`src/rtl/pstr_pkg.sv`:
```
package pstr_pkg;

  // Opcodes of the request channel
  localparam logic [1:0] OP_UPDATE = 2'd0;
  localparam logic [1:0] OP_READ   = 2'd1;
  localparam logic [1:0] OP_CLEAR  = 2'd2;

  // Register indexes of the configuration port
  localparam logic [1:0] REG_MON_EN  = 2'd0;
  localparam logic [1:0] REG_WINDOW  = 2'd1;
  localparam logic [1:0] REG_PEAK_EN = 2'd2;

  // Peak RSSI value that means no receive packet seen yet
  localparam logic signed [15:0] RSSI_NONE = 16'sh8000;

  // One slot of the ring as stored in the slot memory
  typedef struct packed {
    logic [31:0] second;
    logic [31:0] rx_packets;
    logic [31:0] tx_packets;
    logic [31:0] rx_octets;
    logic [31:0] tx_octets;
    logic [31:0] rssi_acc;
  } slot_t;

endpackage

```
`src/rtl/pstr_idx.sv`:
```
// Slot index unit: value modulo SLOT_COUNT, result held until the next start
module pstr_idx import pstr_pkg::*; #(
  parameter int SLOT_COUNT = 8
) (
  input  logic                          clk_i,
  input  logic                          rst_ni,
  input  logic                          start_i,
  input  logic [31:0]                   value_i,
  output logic                          done_o,
  output logic [$clog2(SLOT_COUNT)-1:0] idx_o
);

  localparam int IDX_W = $clog2(SLOT_COUNT);

  if ((SLOT_COUNT & (SLOT_COUNT - 1)) == 0) begin : g_pow2
    // Power of two: the index is the low bits
    logic             done_q;
    logic [IDX_W-1:0] idx_q;

    always_ff @(posedge clk_i or negedge rst_ni) begin
      if (!rst_ni) begin
        done_q <= 1'b0;
      end else begin
        done_q <= start_i;
      end
    end

    always_ff @(posedge clk_i) begin
      if (start_i) begin
        idx_q <= value_i[IDX_W-1:0];
      end
    end

    assign done_o = done_q;
    assign idx_o  = idx_q;
  end else begin : g_serial
    // Other counts: remainder built eight bits a cycle
    localparam logic [IDX_W:0] MOD = (IDX_W + 1)'(SLOT_COUNT);

    logic             busy_q;
    logic             done_q;
    logic [1:0]       cnt_q;
    logic [31:0]      val_q;
    logic [IDX_W-1:0] rem_q;
    logic [IDX_W-1:0] rem_d;

    always_comb begin
      logic [IDX_W:0] t;
      rem_d = rem_q;
      for (int k = 0; k < 8; k++) begin
        t = {rem_d, val_q[31-k]};
        if (t >= MOD) begin
          t = t - MOD;
        end
        rem_d = t[IDX_W-1:0];
      end
    end

    always_ff @(posedge clk_i or negedge rst_ni) begin
      if (!rst_ni) begin
        busy_q <= 1'b0;
        done_q <= 1'b0;
        cnt_q  <= 2'd0;
      end else begin
        done_q <= 1'b0;
        if (start_i) begin
          busy_q <= 1'b1;
          cnt_q  <= 2'd0;
        end else if (busy_q) begin
          cnt_q <= cnt_q + 2'd1;
          if (cnt_q == 2'd3) begin
            busy_q <= 1'b0;
            done_q <= 1'b1;
          end
        end
      end
    end

    always_ff @(posedge clk_i) begin
      if (start_i) begin
        val_q <= value_i;
        rem_q <= '0;
      end else if (busy_q) begin
        val_q <= {val_q[23:0], 8'd0};
        rem_q <= rem_d;
      end
    end

    assign done_o = done_q;
    assign idx_o  = rem_q;
  end

endmodule

```
`src/rtl/pstr_div.sv`:
```
// Average unit: signed sum over unsigned count, one quotient bit a cycle,
// truncated toward zero and saturated to 16 bits
module pstr_div import pstr_pkg::*; (
  input  logic               clk_i,
  input  logic               rst_ni,
  input  logic               start_i,
  input  logic [31:0]        dividend_i,
  input  logic [31:0]        divisor_i,
  output logic               done_o,
  output logic signed [15:0] quotient_o
);

  logic        busy_q;
  logic        done_q;
  logic [4:0]  cnt_q;
  logic        neg_q;
  logic [31:0] rem_q;
  logic [31:0] quo_q;
  logic [31:0] dvs_q;
  logic [32:0] trial;
  logic        ge;
  logic [32:0] diff;

  // Restoring step
  assign trial = {rem_q, quo_q[31]};
  assign ge    = trial >= {1'b0, dvs_q};
  assign diff  = trial - {1'b0, dvs_q};

  always_ff @(posedge clk_i or negedge rst_ni) begin
    if (!rst_ni) begin
      busy_q <= 1'b0;
      done_q <= 1'b0;
      cnt_q  <= 5'd0;
    end else begin
      done_q <= 1'b0;
      if (start_i) begin
        busy_q <= 1'b1;
        cnt_q  <= 5'd0;
      end else if (busy_q) begin
        cnt_q <= cnt_q + 5'd1;
        if (cnt_q == 5'd31) begin
          busy_q <= 1'b0;
          done_q <= 1'b1;
        end
      end
    end
  end

  always_ff @(posedge clk_i) begin
    if (start_i) begin
      neg_q <= dividend_i[31];
      quo_q <= dividend_i[31] ? (~dividend_i + 32'd1) : dividend_i;
      rem_q <= 32'd0;
      dvs_q <= divisor_i;
    end else if (busy_q) begin
      rem_q <= ge ? diff[31:0] : trial[31:0];
      quo_q <= {quo_q[30:0], ge};
    end
  end

  // Sign and saturation on the held magnitude
  always_comb begin
    if (neg_q) begin
      if (quo_q > 32'd32768) begin
        quotient_o = 16'sh8000;
      end else begin
        quotient_o = signed'(~quo_q[15:0] + 16'd1);
      end
    end else begin
      if (quo_q > 32'd32767) begin
        quotient_o = 16'sh7fff;
      end else begin
        quotient_o = signed'(quo_q[15:0]);
      end
    end
  end

  assign done_o = done_q;

endmodule

```
`src/rtl/per_second_traffic_stats_ring_core.sv`:
```
// Per-second traffic statistics ring. Requests carry an opcode: an update
// counts one packet into the slot of its second, a read returns one history
// row per past second (newest first, up to window_seconds and at most
// SLOT_COUNT-1 rows) and then the peak row when that row is enabled, and a
// peak reset clears the peaks. All slots live in one memory with a
// registered read; each update is a read, modify and write back of one slot.
// An update passes the index register, the memory read and the write back,
// during which the next request is taken; when SLOT_COUNT is not a power of
// two the slot index unit first builds the modulo serially and flags it done.
// A read computes the index, then for each history row reads the slot and,
// when the second has receive packets, runs the average divider before the
// row waits for the output. The peak reset and an ignored update leave the
// block idle. Slots read as zero until first written, through one valid bit
// per slot, so no clearing pass follows reset.
module per_second_traffic_stats_ring_core import pstr_pkg::*; #(
  parameter int SLOT_COUNT = 8
) (
  input  logic               clk_i,
  input  logic               rst_ni,
  // request channel
  input  logic               in_valid_i,
  output logic               in_ready_o,
  input  logic [1:0]         opcode_i,
  input  logic [31:0]        now_seconds_i,
  input  logic [31:0]        byte_count_i,
  input  logic signed [15:0] rssi_i,
  input  logic               is_receive_i,
  // result channel
  output logic               out_valid_o,
  input  logic               out_ready_i,
  output logic               row_kind_o,
  output logic [2:0]         age_seconds_o,
  output logic [31:0]        rx_packets_o,
  output logic [31:0]        tx_packets_o,
  output logic [31:0]        rx_octets_o,
  output logic [31:0]        tx_octets_o,
  output logic signed [15:0] rssi_value_o,
  output logic               rssi_valid_o,
  output logic               last_o,
  // configuration port
  input  logic               psel,
  input  logic               penable,
  input  logic               pwrite,
  input  logic [3:0]         paddr,
  input  logic [31:0]        pwdata,
  output logic [31:0]        prdata,
  output logic               pready
);

  localparam int IDX_W    = $clog2(SLOT_COUNT);
  localparam int HIST_CAP = (SLOT_COUNT - 1 < 7) ? SLOT_COUNT - 1 : 7;
  localparam logic [IDX_W-1:0] LAST_IDX = IDX_W'(SLOT_COUNT - 1);
  localparam logic [2:0]       HIST_MAX = 3'(HIST_CAP);

  typedef enum logic [7:0] {
    S_IDLE    = 8'b0000_0001,
    S_IDX     = 8'b0000_0010,
    S_UPD     = 8'b0000_0100,
    S_RD_ADDR = 8'b0000_1000,
    S_RD_DATA = 8'b0001_0000,
    S_DIV     = 8'b0010_0000,
    S_ROW     = 8'b0100_0000,
    S_PEAK    = 8'b1000_0000
  } state_e;

  state_e state_q, state_d;

  // Configuration registers
  logic       mon_en_q;
  logic [2:0] win_q;
  logic       peak_en_q;
  logic       cfg_wr;

  assign pready = 1'b1;
  assign cfg_wr = psel && penable && pwrite;

  always_ff @(posedge clk_i or negedge rst_ni) begin
    if (!rst_ni) begin
      mon_en_q  <= 1'b1;
      win_q     <= 3'd7;
      peak_en_q <= 1'b1;
    end else if (cfg_wr) begin
      case (paddr[3:2])
        REG_MON_EN:  mon_en_q  <= pwdata[0];
        REG_WINDOW:  win_q     <= pwdata[2:0];
        REG_PEAK_EN: peak_en_q <= pwdata[0];
        default: ;
      endcase
    end
  end

  always_comb begin
    case (paddr[3:2])
      REG_MON_EN:  prdata = {31'd0, mon_en_q};
      REG_WINDOW:  prdata = {29'd0, win_q};
      REG_PEAK_EN: prdata = {31'd0, peak_en_q};
      default:     prdata = 32'd0;
    endcase
  end

  // Request acceptance and capture
  logic               in_acc;
  logic               needs_idx;
  logic               clr_peaks;
  logic [1:0]         op_q;
  logic [31:0]        now_q;
  logic [31:0]        bytes_q;
  logic signed [15:0] rssi_q;
  logic               rx_q;

  assign in_ready_o = (state_q == S_IDLE) || (state_q == S_UPD);
  assign in_acc     = in_valid_i && in_ready_o;
  assign needs_idx  = ((opcode_i == OP_UPDATE) && mon_en_q) || (opcode_i == OP_READ);
  assign clr_peaks  = in_acc && (opcode_i == OP_CLEAR);

  always_ff @(posedge clk_i) begin
    if (in_acc) begin
      op_q    <= opcode_i;
      now_q   <= now_seconds_i;
      bytes_q <= byte_count_i;
      rssi_q  <= rssi_i;
      rx_q    <= is_receive_i;
    end
  end

  // Slot index unit
  logic             idx_done;
  logic [IDX_W-1:0] idx;

  pstr_idx #(
    .SLOT_COUNT(SLOT_COUNT)
  ) u_idx (
    .clk_i  (clk_i),
    .rst_ni (rst_ni),
    .start_i(in_acc && needs_idx),
    .value_i(now_seconds_i),
    .done_o (idx_done),
    .idx_o  (idx)
  );

  // Slot memory with per-slot valid bits
  slot_t            mem [SLOT_COUNT];
  slot_t            rd_q;
  logic             rd_vld_q;
  logic [SLOT_COUNT-1:0] slot_vld_q;
  logic             mem_re;
  logic             mem_we;
  logic [IDX_W-1:0] rd_addr;
  slot_t            wr_ent;
  slot_t            ent;

  logic [IDX_W-1:0] walk_idx_q;

  assign mem_re  = ((state_q == S_IDX) && idx_done) || (state_q == S_RD_ADDR);
  assign rd_addr = (state_q == S_IDX) ? idx : walk_idx_q;
  assign mem_we  = (state_q == S_UPD);

  always_ff @(posedge clk_i) begin
    if (mem_we) begin
      mem[idx] <= wr_ent;
    end
  end

  always_ff @(posedge clk_i) begin
    if (mem_re) begin
      rd_q <= mem[rd_addr];
    end
  end

  always_ff @(posedge clk_i or negedge rst_ni) begin
    if (!rst_ni) begin
      slot_vld_q <= '0;
      rd_vld_q   <= 1'b0;
    end else begin
      if (mem_we) begin
        slot_vld_q[idx] <= 1'b1;
      end
      if (mem_re) begin
        rd_vld_q <= slot_vld_q[rd_addr];
      end
    end
  end

  assign ent = rd_vld_q ? rd_q : '0;

  // Update: accumulate on a current hit, else restart the slot
  logic [IDX_W-1:0] cur_slot_q;
  logic             upd_hit;
  logic [31:0]      rssi_ext;

  assign upd_hit  = (cur_slot_q == idx) && (ent.second == now_q);
  assign rssi_ext = {{16{rssi_q[15]}}, rssi_q};

  always_comb begin
    wr_ent = ent;
    if (upd_hit) begin
      if (rx_q) begin
        wr_ent.rx_packets = ent.rx_packets + 32'd1;
        wr_ent.rx_octets  = ent.rx_octets + bytes_q;
        wr_ent.rssi_acc   = ent.rssi_acc + rssi_ext;
      end else begin
        wr_ent.tx_packets = ent.tx_packets + 32'd1;
        wr_ent.tx_octets  = ent.tx_octets + bytes_q;
      end
    end else begin
      wr_ent.second     = now_q;
      wr_ent.rx_packets = rx_q ? 32'd1 : 32'd0;
      wr_ent.rx_octets  = rx_q ? bytes_q : 32'd0;
      wr_ent.rssi_acc   = rx_q ? rssi_ext : 32'd0;
      wr_ent.tx_packets = rx_q ? 32'd0 : 32'd1;
      wr_ent.tx_octets  = rx_q ? 32'd0 : bytes_q;
    end
  end

  always_ff @(posedge clk_i or negedge rst_ni) begin
    if (!rst_ni) begin
      cur_slot_q <= '0;
    end else if (mem_we && !upd_hit) begin
      cur_slot_q <= idx;
    end
  end

  // Peaks; a peak reset taken in the write-back cycle wins
  logic [31:0]        pk_rxp_q;
  logic [31:0]        pk_txp_q;
  logic [31:0]        pk_rxb_q;
  logic [31:0]        pk_txb_q;
  logic signed [15:0] pk_rssi_q;

  always_ff @(posedge clk_i or negedge rst_ni) begin
    if (!rst_ni) begin
      pk_rxp_q  <= 32'd0;
      pk_txp_q  <= 32'd0;
      pk_rxb_q  <= 32'd0;
      pk_txb_q  <= 32'd0;
      pk_rssi_q <= RSSI_NONE;
    end else if (clr_peaks) begin
      pk_rxp_q  <= 32'd0;
      pk_txp_q  <= 32'd0;
      pk_rxb_q  <= 32'd0;
      pk_txb_q  <= 32'd0;
      pk_rssi_q <= RSSI_NONE;
    end else if (mem_we) begin
      if (rx_q) begin
        if (pk_rxp_q < wr_ent.rx_packets) pk_rxp_q <= wr_ent.rx_packets;
        if (pk_rxb_q < wr_ent.rx_octets)  pk_rxb_q <= wr_ent.rx_octets;
        if (pk_rssi_q < rssi_q)           pk_rssi_q <= rssi_q;
      end else begin
        if (pk_txp_q < wr_ent.tx_packets) pk_txp_q <= wr_ent.tx_packets;
        if (pk_txb_q < wr_ent.tx_octets)  pk_txb_q <= wr_ent.tx_octets;
      end
    end
  end

  // Average divider
  logic               div_start;
  logic               div_done;
  logic signed [15:0] div_quo;

  pstr_div u_div (
    .clk_i     (clk_i),
    .rst_ni    (rst_ni),
    .start_i   (div_start),
    .dividend_i(ent.rssi_acc),
    .divisor_i (ent.rx_packets),
    .done_o    (div_done),
    .quotient_o(div_quo)
  );

  // Read walk registers
  logic [2:0]  age_q;
  logic [31:0] sec_q;
  logic [2:0]  left_q;
  logic [2:0]  rows;
  logic        row_hit;
  logic        row_rssi_vld;
  logic        walk_init;
  logic        walk_step;
  logic [IDX_W-1:0] walk_src;
  logic [IDX_W-1:0] walk_prev;

  assign rows         = (win_q > HIST_MAX) ? HIST_MAX : win_q;
  assign row_hit      = (ent.second == sec_q);
  assign row_rssi_vld = row_hit && (ent.rx_packets != 32'd0);
  assign div_start    = (state_q == S_RD_DATA) && row_rssi_vld;
  assign walk_src     = (state_q == S_IDX) ? idx : walk_idx_q;
  assign walk_prev    = (walk_src == '0) ? LAST_IDX : walk_src - IDX_W'(1);

  // Output register
  logic               out_valid_q;
  logic               out_free;
  logic               out_load;
  logic               out_peak;

  assign out_free = !out_valid_q || out_ready_i;

  // Control
  always_comb begin
    state_d   = state_q;
    walk_init = 1'b0;
    walk_step = 1'b0;
    out_load  = 1'b0;
    out_peak  = 1'b0;
    case (state_q)
      S_IDLE, S_UPD: begin
        if (in_acc && needs_idx) begin
          state_d = S_IDX;
        end else begin
          state_d = S_IDLE;
        end
      end
      S_IDX: begin
        if (idx_done) begin
          if (op_q == OP_UPDATE) begin
            state_d = S_UPD;
          end else begin
            walk_init = 1'b1;
            if (rows != 3'd0) begin
              state_d = S_RD_ADDR;
            end else if (peak_en_q) begin
              state_d = S_PEAK;
            end else begin
              state_d = S_IDLE;
            end
          end
        end
      end
      S_RD_ADDR: state_d = S_RD_DATA;
      S_RD_DATA: state_d = row_rssi_vld ? S_DIV : S_ROW;
      S_DIV: begin
        if (div_done) begin
          state_d = S_ROW;
        end
      end
      S_ROW: begin
        if (out_free) begin
          out_load  = 1'b1;
          walk_step = 1'b1;
          if (left_q != 3'd1) begin
            state_d = S_RD_ADDR;
          end else if (peak_en_q) begin
            state_d = S_PEAK;
          end else begin
            state_d = S_IDLE;
          end
        end
      end
      S_PEAK: begin
        if (out_free) begin
          out_load = 1'b1;
          out_peak = 1'b1;
          state_d  = S_IDLE;
        end
      end
      default: state_d = S_IDLE;
    endcase
  end

  always_ff @(posedge clk_i or negedge rst_ni) begin
    if (!rst_ni) begin
      state_q <= S_IDLE;
    end else begin
      state_q <= state_d;
    end
  end

  // Walk back one slot and one second per history row
  always_ff @(posedge clk_i) begin
    if (walk_init) begin
      walk_idx_q <= walk_prev;
      age_q      <= 3'd1;
      sec_q      <= now_q - 32'd1;
      left_q     <= rows;
    end else if (walk_step) begin
      walk_idx_q <= walk_prev;
      age_q      <= age_q + 3'd1;
      sec_q      <= sec_q - 32'd1;
      left_q     <= left_q - 3'd1;
    end
  end

  always_ff @(posedge clk_i or negedge rst_ni) begin
    if (!rst_ni) begin
      out_valid_q <= 1'b0;
    end else if (out_load) begin
      out_valid_q <= 1'b1;
    end else if (out_ready_i) begin
      out_valid_q <= 1'b0;
    end
  end

  always_ff @(posedge clk_i) begin
    if (out_load) begin
      if (out_peak) begin
        row_kind_o    <= 1'b1;
        age_seconds_o <= 3'd0;
        rx_packets_o  <= pk_rxp_q;
        tx_packets_o  <= pk_txp_q;
        rx_octets_o   <= pk_rxb_q;
        tx_octets_o   <= pk_txb_q;
        rssi_valid_o  <= (pk_rssi_q != RSSI_NONE);
        rssi_value_o  <= (pk_rssi_q != RSSI_NONE) ? pk_rssi_q : 16'sd0;
        last_o        <= 1'b1;
      end else begin
        row_kind_o    <= 1'b0;
        age_seconds_o <= age_q;
        rx_packets_o  <= row_hit ? ent.rx_packets : 32'd0;
        tx_packets_o  <= row_hit ? ent.tx_packets : 32'd0;
        rx_octets_o   <= row_hit ? ent.rx_octets : 32'd0;
        tx_octets_o   <= row_hit ? ent.tx_octets : 32'd0;
        rssi_valid_o  <= row_rssi_vld;
        rssi_value_o  <= row_rssi_vld ? div_quo : 16'sd0;
        last_o        <= (left_q == 3'd1) && !peak_en_q;
      end
    end
  end

  assign out_valid_o = out_valid_q;

endmodule

```
`config.mk`:
```
export PLATFORM = sky130hd
export DESIGN_NAME = per_second_traffic_stats_ring_core
export DESIGN_NICKNAME = d
export VERILOG_FILES = /design/src/rtl/pstr_pkg.sv /design/src/rtl/pstr_idx.sv /design/src/rtl/pstr_div.sv /design/src/rtl/per_second_traffic_stats_ring_core.sv
export SDC_FILE = /design/constraint.sdc
export NUM_CORES = 2
export LEC_CHECK = 0
export ABC_AREA = 0
export ABC_CLOCK_PERIOD_IN_PS = 46400
export BUFFER_PORTS_ARGS = -buffer_cell sky130_fd_sc_hd__buf_2
export CORE_AREA = 2 2 578 580
export DETAILED_ROUTE_END_ITERATION = 10
export DIE_AREA = 0 0 580 582
export PLACE_DENSITY = 0.53
export RECOVER_POWER = 50
export SYNTH_ARGS = -nofsm -noshare
export SYNTH_HDL_FRONTEND = slang
export SYNTH_SLANG_ARGS = --single-unit
```
`constraint.sdc`:
```
create_clock -name clk_i -period 46.4 [get_ports clk_i]
set_input_delay 2.32 -clock clk_i [delete_from_list [all_inputs] [get_ports clk_i]]
set_output_delay 2.32 -clock clk_i [all_outputs]
set_load 0.01 [all_outputs]
```
==> Word-level counts from Yosys, hierarchy flattened <==
Memory sizes are Yosys's and may differ from the RTL's. A register that Yosys moved wholly into a read port is not among the register bits.
Cells that the tools add are included.
{ "word_totals": {"word_cells": 238, "ram_bits": 1536, "romBits": 0, "n_memories": 1, "in_bits": 126, "out_inout_bits": 185, "latchBits": 0, "regBits": 552} }
{ "memory_table": {"columns": ["name", "words", "word_bits", "read_ports", "rd_ports_with_merged_regs", "wr", "line_no", "text"], "rows": [
  ["mem", 8, 192, 1, 1, 1, "per_second_traffic_stats_ring_core.sv:142", "slot_t mem [SLOT_COUNT];"]
]} }
{ "classes": {"addsub": 14, "n_reduce_logical": 47, "div_mod_pow": 0, "n_lt_le_gt_ge": 12, "n_shift": 0, "n_mux": 97, "n_bitwise": 3, "multipliers": 0, "eq_ne": 24} }
{ "op_table": {"columns": ["operator", "n"], "rows": [
  ["$mux W32", 39],
  ["$mux W192", 1],
  ["$mux W16", 10],
  ["$mux W160", 1],
  ["$lt A32 B32 Y1", 4],
  ["$add A32 B1 Y32 const B", 3],
  ["$add A32 B32 Y32", 3],
  ["$eq A32 B32 Y1", 2],
  ["$mux W8", 8],
  ["$sub A32 B1 Y32 const B", 2],
  ["$pmux W8 S7", 1],
  ["$ge A33 B32 Y1", 1],
  ["$gt A32 B15 Y1 const B", 1],
  ["$gt A32 B16 Y1 const B", 1],
  ["$not A32 Y32", 1],
  ["$reduce_bool A32 Y1", 1],
  ["$sub A32 B32 Y32", 1],
  ["$mux W1", 23],
  ["$mux W3", 7],
  ["$reduce_bool A2 Y1", 10],
  ["$add A16 B1 Y16 const B", 1],
  ["$lt A16 B16 Y1", 1],
  ["$ne A16 B16 Y1 const B", 1],
  ["$not A16 Y16", 1],
  ["other kinds (39)", 73]
]} }

==> Longest topological paths before layout <==
{ "logic_depth": {"word_depth": 9, "mapped_depth": 36, "depth_no_buf": 25} }

==> By module <==
A second synthesis with hierarchy kept.
{ "unflattened": {"hier_cells": 9534, "hier_area_um2": 105626.3} }
{ "modules_own_cells": {"columns": ["mod", "instances", "area_per_inst_um2", "cells_per_inst", "seq_area_each_um2"], "rows": [
  ["per_second_traffic_stats_ring_core", 1, 98683.4, 8757, 64350.5],
  ["pstr_div", 1, 6827.8, 773, 2767.7],
  ["pstr_idx", 1, 115.1, 4, 115.1]
]} }

==> Worst setup path before layout <==
No wires, ideal clock.
{ "synth_path": {"path_kind": "reg2reg", "from": "register state_q[3]", "to": "register slot_vld_q[0]", "path_stages_with_launch": 5, "setup_ps": 176, "slack_ps": 25422, "arrival_time_ps": 20802, "required_time_ps": 46224, "path_buffers": 0, "period_less_slack_ps": 20978, "cell_sequence": "dfrtp_1 nor4_4 nand4b_1 nor4_1 or2_2"} }
{ "synth_between": {"elab_chain_cells": 1} }
{ "synth_lines": {"columns": ["item", "line_no", "text"], "rows": [
  ["from (decl)", "per_second_traffic_stats_ring_core.sv:66", "state_e state_q, state_d;"],
  ["from (signal assigned)", "per_second_traffic_stats_ring_core.sv:363", "state_q <= state_d;"],
  ["$eq A8 B3 Y1", "per_second_traffic_stats_ring_core.sv:156", "assign mem_we = (state_q == S_UPD);"],
  ["to (signal assigned)", "per_second_traffic_stats_ring_core.sv:172", "slot_vld_q <= '0;"],
  ["to (signal, indexed assignment)", "per_second_traffic_stats_ring_core.sv:176", "slot_vld_q[idx] <= 1'b1;"],
  ["to (decl)", "per_second_traffic_stats_ring_core.sv:145", "logic [SLOT_COUNT-1:0] slot_vld_q;"]
]} }
No other way between the ends.
A chain may end at the register's enable or synchronous reset.

==> Worst setup path in the final report <==
{ "layout_path": {"from": "register state_q[3]", "to": "memory mem[4][56] (netlist bit), enable pin"} }
{ "layout_between": {"elab_chain_cells": 3} }
{ "layout_lines": {"columns": ["item", "line_no", "text"], "rows": [
  ["$eq A8 B3 Y1", "per_second_traffic_stats_ring_core.sv:156", null],
  ["$mux W1", "per_second_traffic_stats_ring_core.sv:159", "if (mem_we) begin"],
  ["$mux W1 (not written as such)", "per_second_traffic_stats_ring_core.sv:160", "mem[idx] <= wr_ent;"],
  ["to (decl)", "per_second_traffic_stats_ring_core.sv:142", null]
]} }
No other way between the ends.

==> run metrics <==
status=finished, violations left; failing checks=max-capacitance violations, max-slew violations; Power Density=36.29 nW/µm²; final period utilization=a little over a quarter; first-pass iteration count of the detailed router=6; clock sink count=2280; DRT iter0 DRCs=between 6000 and 7000; vias in the first global route=71760; Initial Util=a little under a third; Clock Latency Late Sink=around 0.9 ns; ys flop type=edfxtp_1; die area=approximately 340000 µm²; total grt overflow=0; clk_skew=0.06720 ns; CP required=~47 ns; Slew Viols, Final=~2500; VDD IR max=25.11 µV; hold slack=approximately 0.47 ns; Worst Path Arrival=12.90 ns; die height=582 µm; fin nets=between 9000 and 10000; initial antenna violation count=30; GRT Total Usage=18.23%; TritonCTS buffer count=~270; final setup fails=0; drt total wl=317600 µm; layout cells sized above 1=roughly 6.4%; max_slew headroom=-562.9%; vias per cell=roughly 5.2; Syn. warnings=0; Leakage=between 40 and 50 nW; Synth Cell Area=around 110000 µm²; Final Core Density=~36%; clock root cell=clkbuf_16; Min Clock Period, post-route=approximately 13 ns; commonest cells in the netlist=2256 x nand2_1, 2067 x edfxtp_1, 1112 x nand3_1; RePlAce Congestion=0.8639; reg2reg start=state_q[3]; share of the synthesized area in the top cell type=between 50% and 60%; CTS clk-pin slew, worst paths=approximately 0.06 ns; Bufs on Longest Clock Path=4; Post-synth EDFFs=just over 2000; pin count of the biggest net entering global routing=182; ys async rst share=about 7.8%; detailed placement HPWL=about 190000 µm; Critical Path Sink Type=register; CP startpoint kind=register; reg2reg path depth=5; max_cap viols=51; cell with the most instances after synthesis=nand2_1; gate count of the mapped netlist=roughly 9500; RSZ-0062 raised after global routing=false; H-Tree Depth=5; post-route antenna net violation count=0; Worst Path Max Fanout=about 110; Final Hold Viols=0; Die W=580 µm; top cell type by total area after synthesis=edfxtp_1; R2R setup slack=33.90 ns; largest cells by area after synthesis=edfxtp_1 59%, nand2_1 8.0%, nand3_1 5.3%; Largest Register=mem; I/O Buffers=between 200 and 250; HP Class=register to register; Min-Delay Path Depth=1; vias=73940; Regs by FF count=mem x1536, rd_q x192; WL per Instance=22.38 µm; Worst Hold Endpoint=slot_vld_q[7]; FILL cells=about 32000; area grow syn2layout=13.12%; pin slew with the least headroom to its limit=between 9 and 10 ns; post-synthesis sequential area ratio=~64%; row cnt=roughly 210; syn avg cell area=11.11 µm²; Finished Layout Cells=14190; cell total after placement=around 14000; # DRC=0; count of cell types in the netlist=100; fin area=roughly 120000 µm²; first-pass GRT wire length=roughly 470000 µm; PostCTS Resize Cnt=0; core footprint=between 300000 and 400000 µm²; post-cts hold buffer count=0; TritonCTS clock tree=done; CP Class=register to register; Yosys reg bits=approximately 2300; hold wc startpoint=slot_vld_q[7]; Fmax=approximately 80 MHz; Post-CTS Setup Bufs=0; RR Endpoint=mem[4][56]; Final TNS setup=0 ns; Post-DP Area=roughly 110000 µm²; number of flip-flops in the largest register=approximately 1500; io pins=between 300 and 400
[power by group]
part / switching [mW] / leakage (nW) / internal [mW]
logic: 0.00942 / 19.7 / 0.00401
clock network: 0.848 / 4.22 / 1.26
registers: 0.00194 / 18.8 / 2.21
[cells in the final DEF, fill, tap and decap left out, types with 106 or more instances in the layout]
master | netlist | routed
nand2_1 | 2256 | 2255
edfxtp_1 | 2067 | 2067
nand3_1 | 1112 | 1112
o21ai_0 | 440 | 440
nor2_1 | 414 | 413
inv_1 | 311 | 310
clkbuf_1 | 479 | 287
clkbuf_16 | 0 | 278
ha_1 | 266 | 266
a21oi_1 | 257 | 257
dfrtp_1 | 171 | 170
o31ai_1 | 167 | 167
xnor2_1 | 151 | 151
a21o_1 | 122 | 121
mux2i_1 | 114 | 113
xor2_1 | 106 | 106
[worst max path at each step]
stage	startpoint	endpoint	cells after the start
2_1_floorplan	state_q[3]	slot_vld_q[0]	4
3_3_place_gp	rd_vld_q	pk_rxb_q[29]	24
3_5_place_dp	rd_vld_q	pk_rxb_q[29]	24
4_1_cts	rd_vld_q	pk_rxb_q[29]	24
5_1_grt	state_q[3]	mem[4][95]	5
6_report	state_q[3]	mem[4][56]	5
[stage by stage]
stage | total power, mW | worst slack (ns)
3_5_place_dp | 2.270 | 37.88
2_1_floorplan | 2.259 | 25.42
3_3_place_gp | 2.270 | 37.91
6_report | 4.337 | 33.90
4_1_cts | 4.387 | 37.78
5_1_grt | 4.465 | 32.98
[routing by layer]
metal	track usage (%)	part of all wire, %	routed length [µm]	up-vias
li1	-	-	-	34260
met1	25.81	45	144500	36800
met3	2.623	6.2	19850	459
met5	0	0.027	85	-
met2	29.07	45	144300	2408
met4	5.014	2.8	8877	14
[logic make-up (layout without fill, tap and decap cells)]
kind of cell,Yosys count,in the layout,synth area share [%]
AO/OA/AOI/OAI,1399,1399,8.631
multiplexers,130,130,1.250
XOR/XNOR,257,257,2.130
other,2,48,0.007107
flip-flops,2280,2280,63.63
adder cells (fa/ha/maj),272,272,3.225
AND/OR/NAND/NOR,4256,4256,17.67
buffers and inverters,912,1164,3.459
[layout make-up]
class                   count  area (µm²)  share of cell area [%]
clock inverters           136        1510                   1.263
inverters                 318        1207                   1.010
clock buffers             336        7204                   6.027
flip-flops and latches   2280       67230                   56.25
diodes                     18       45.04                 0.03768
multi-input cells        6344       34950                   29.24
well taps                4387        5489                   4.592
repair buffers            374        1884                   1.576
[worst max-delay path, cell delays in order, from the launching register on]
cell,delay [ns]
dfrtp_1,0.40
nor4_1,0.75
nand4b_1,0.75
nor3_1,0.38
clkbuf_1,6.87
clkbuf_1,2.57
No activity file was read; power rests on OpenSTA's default activity.
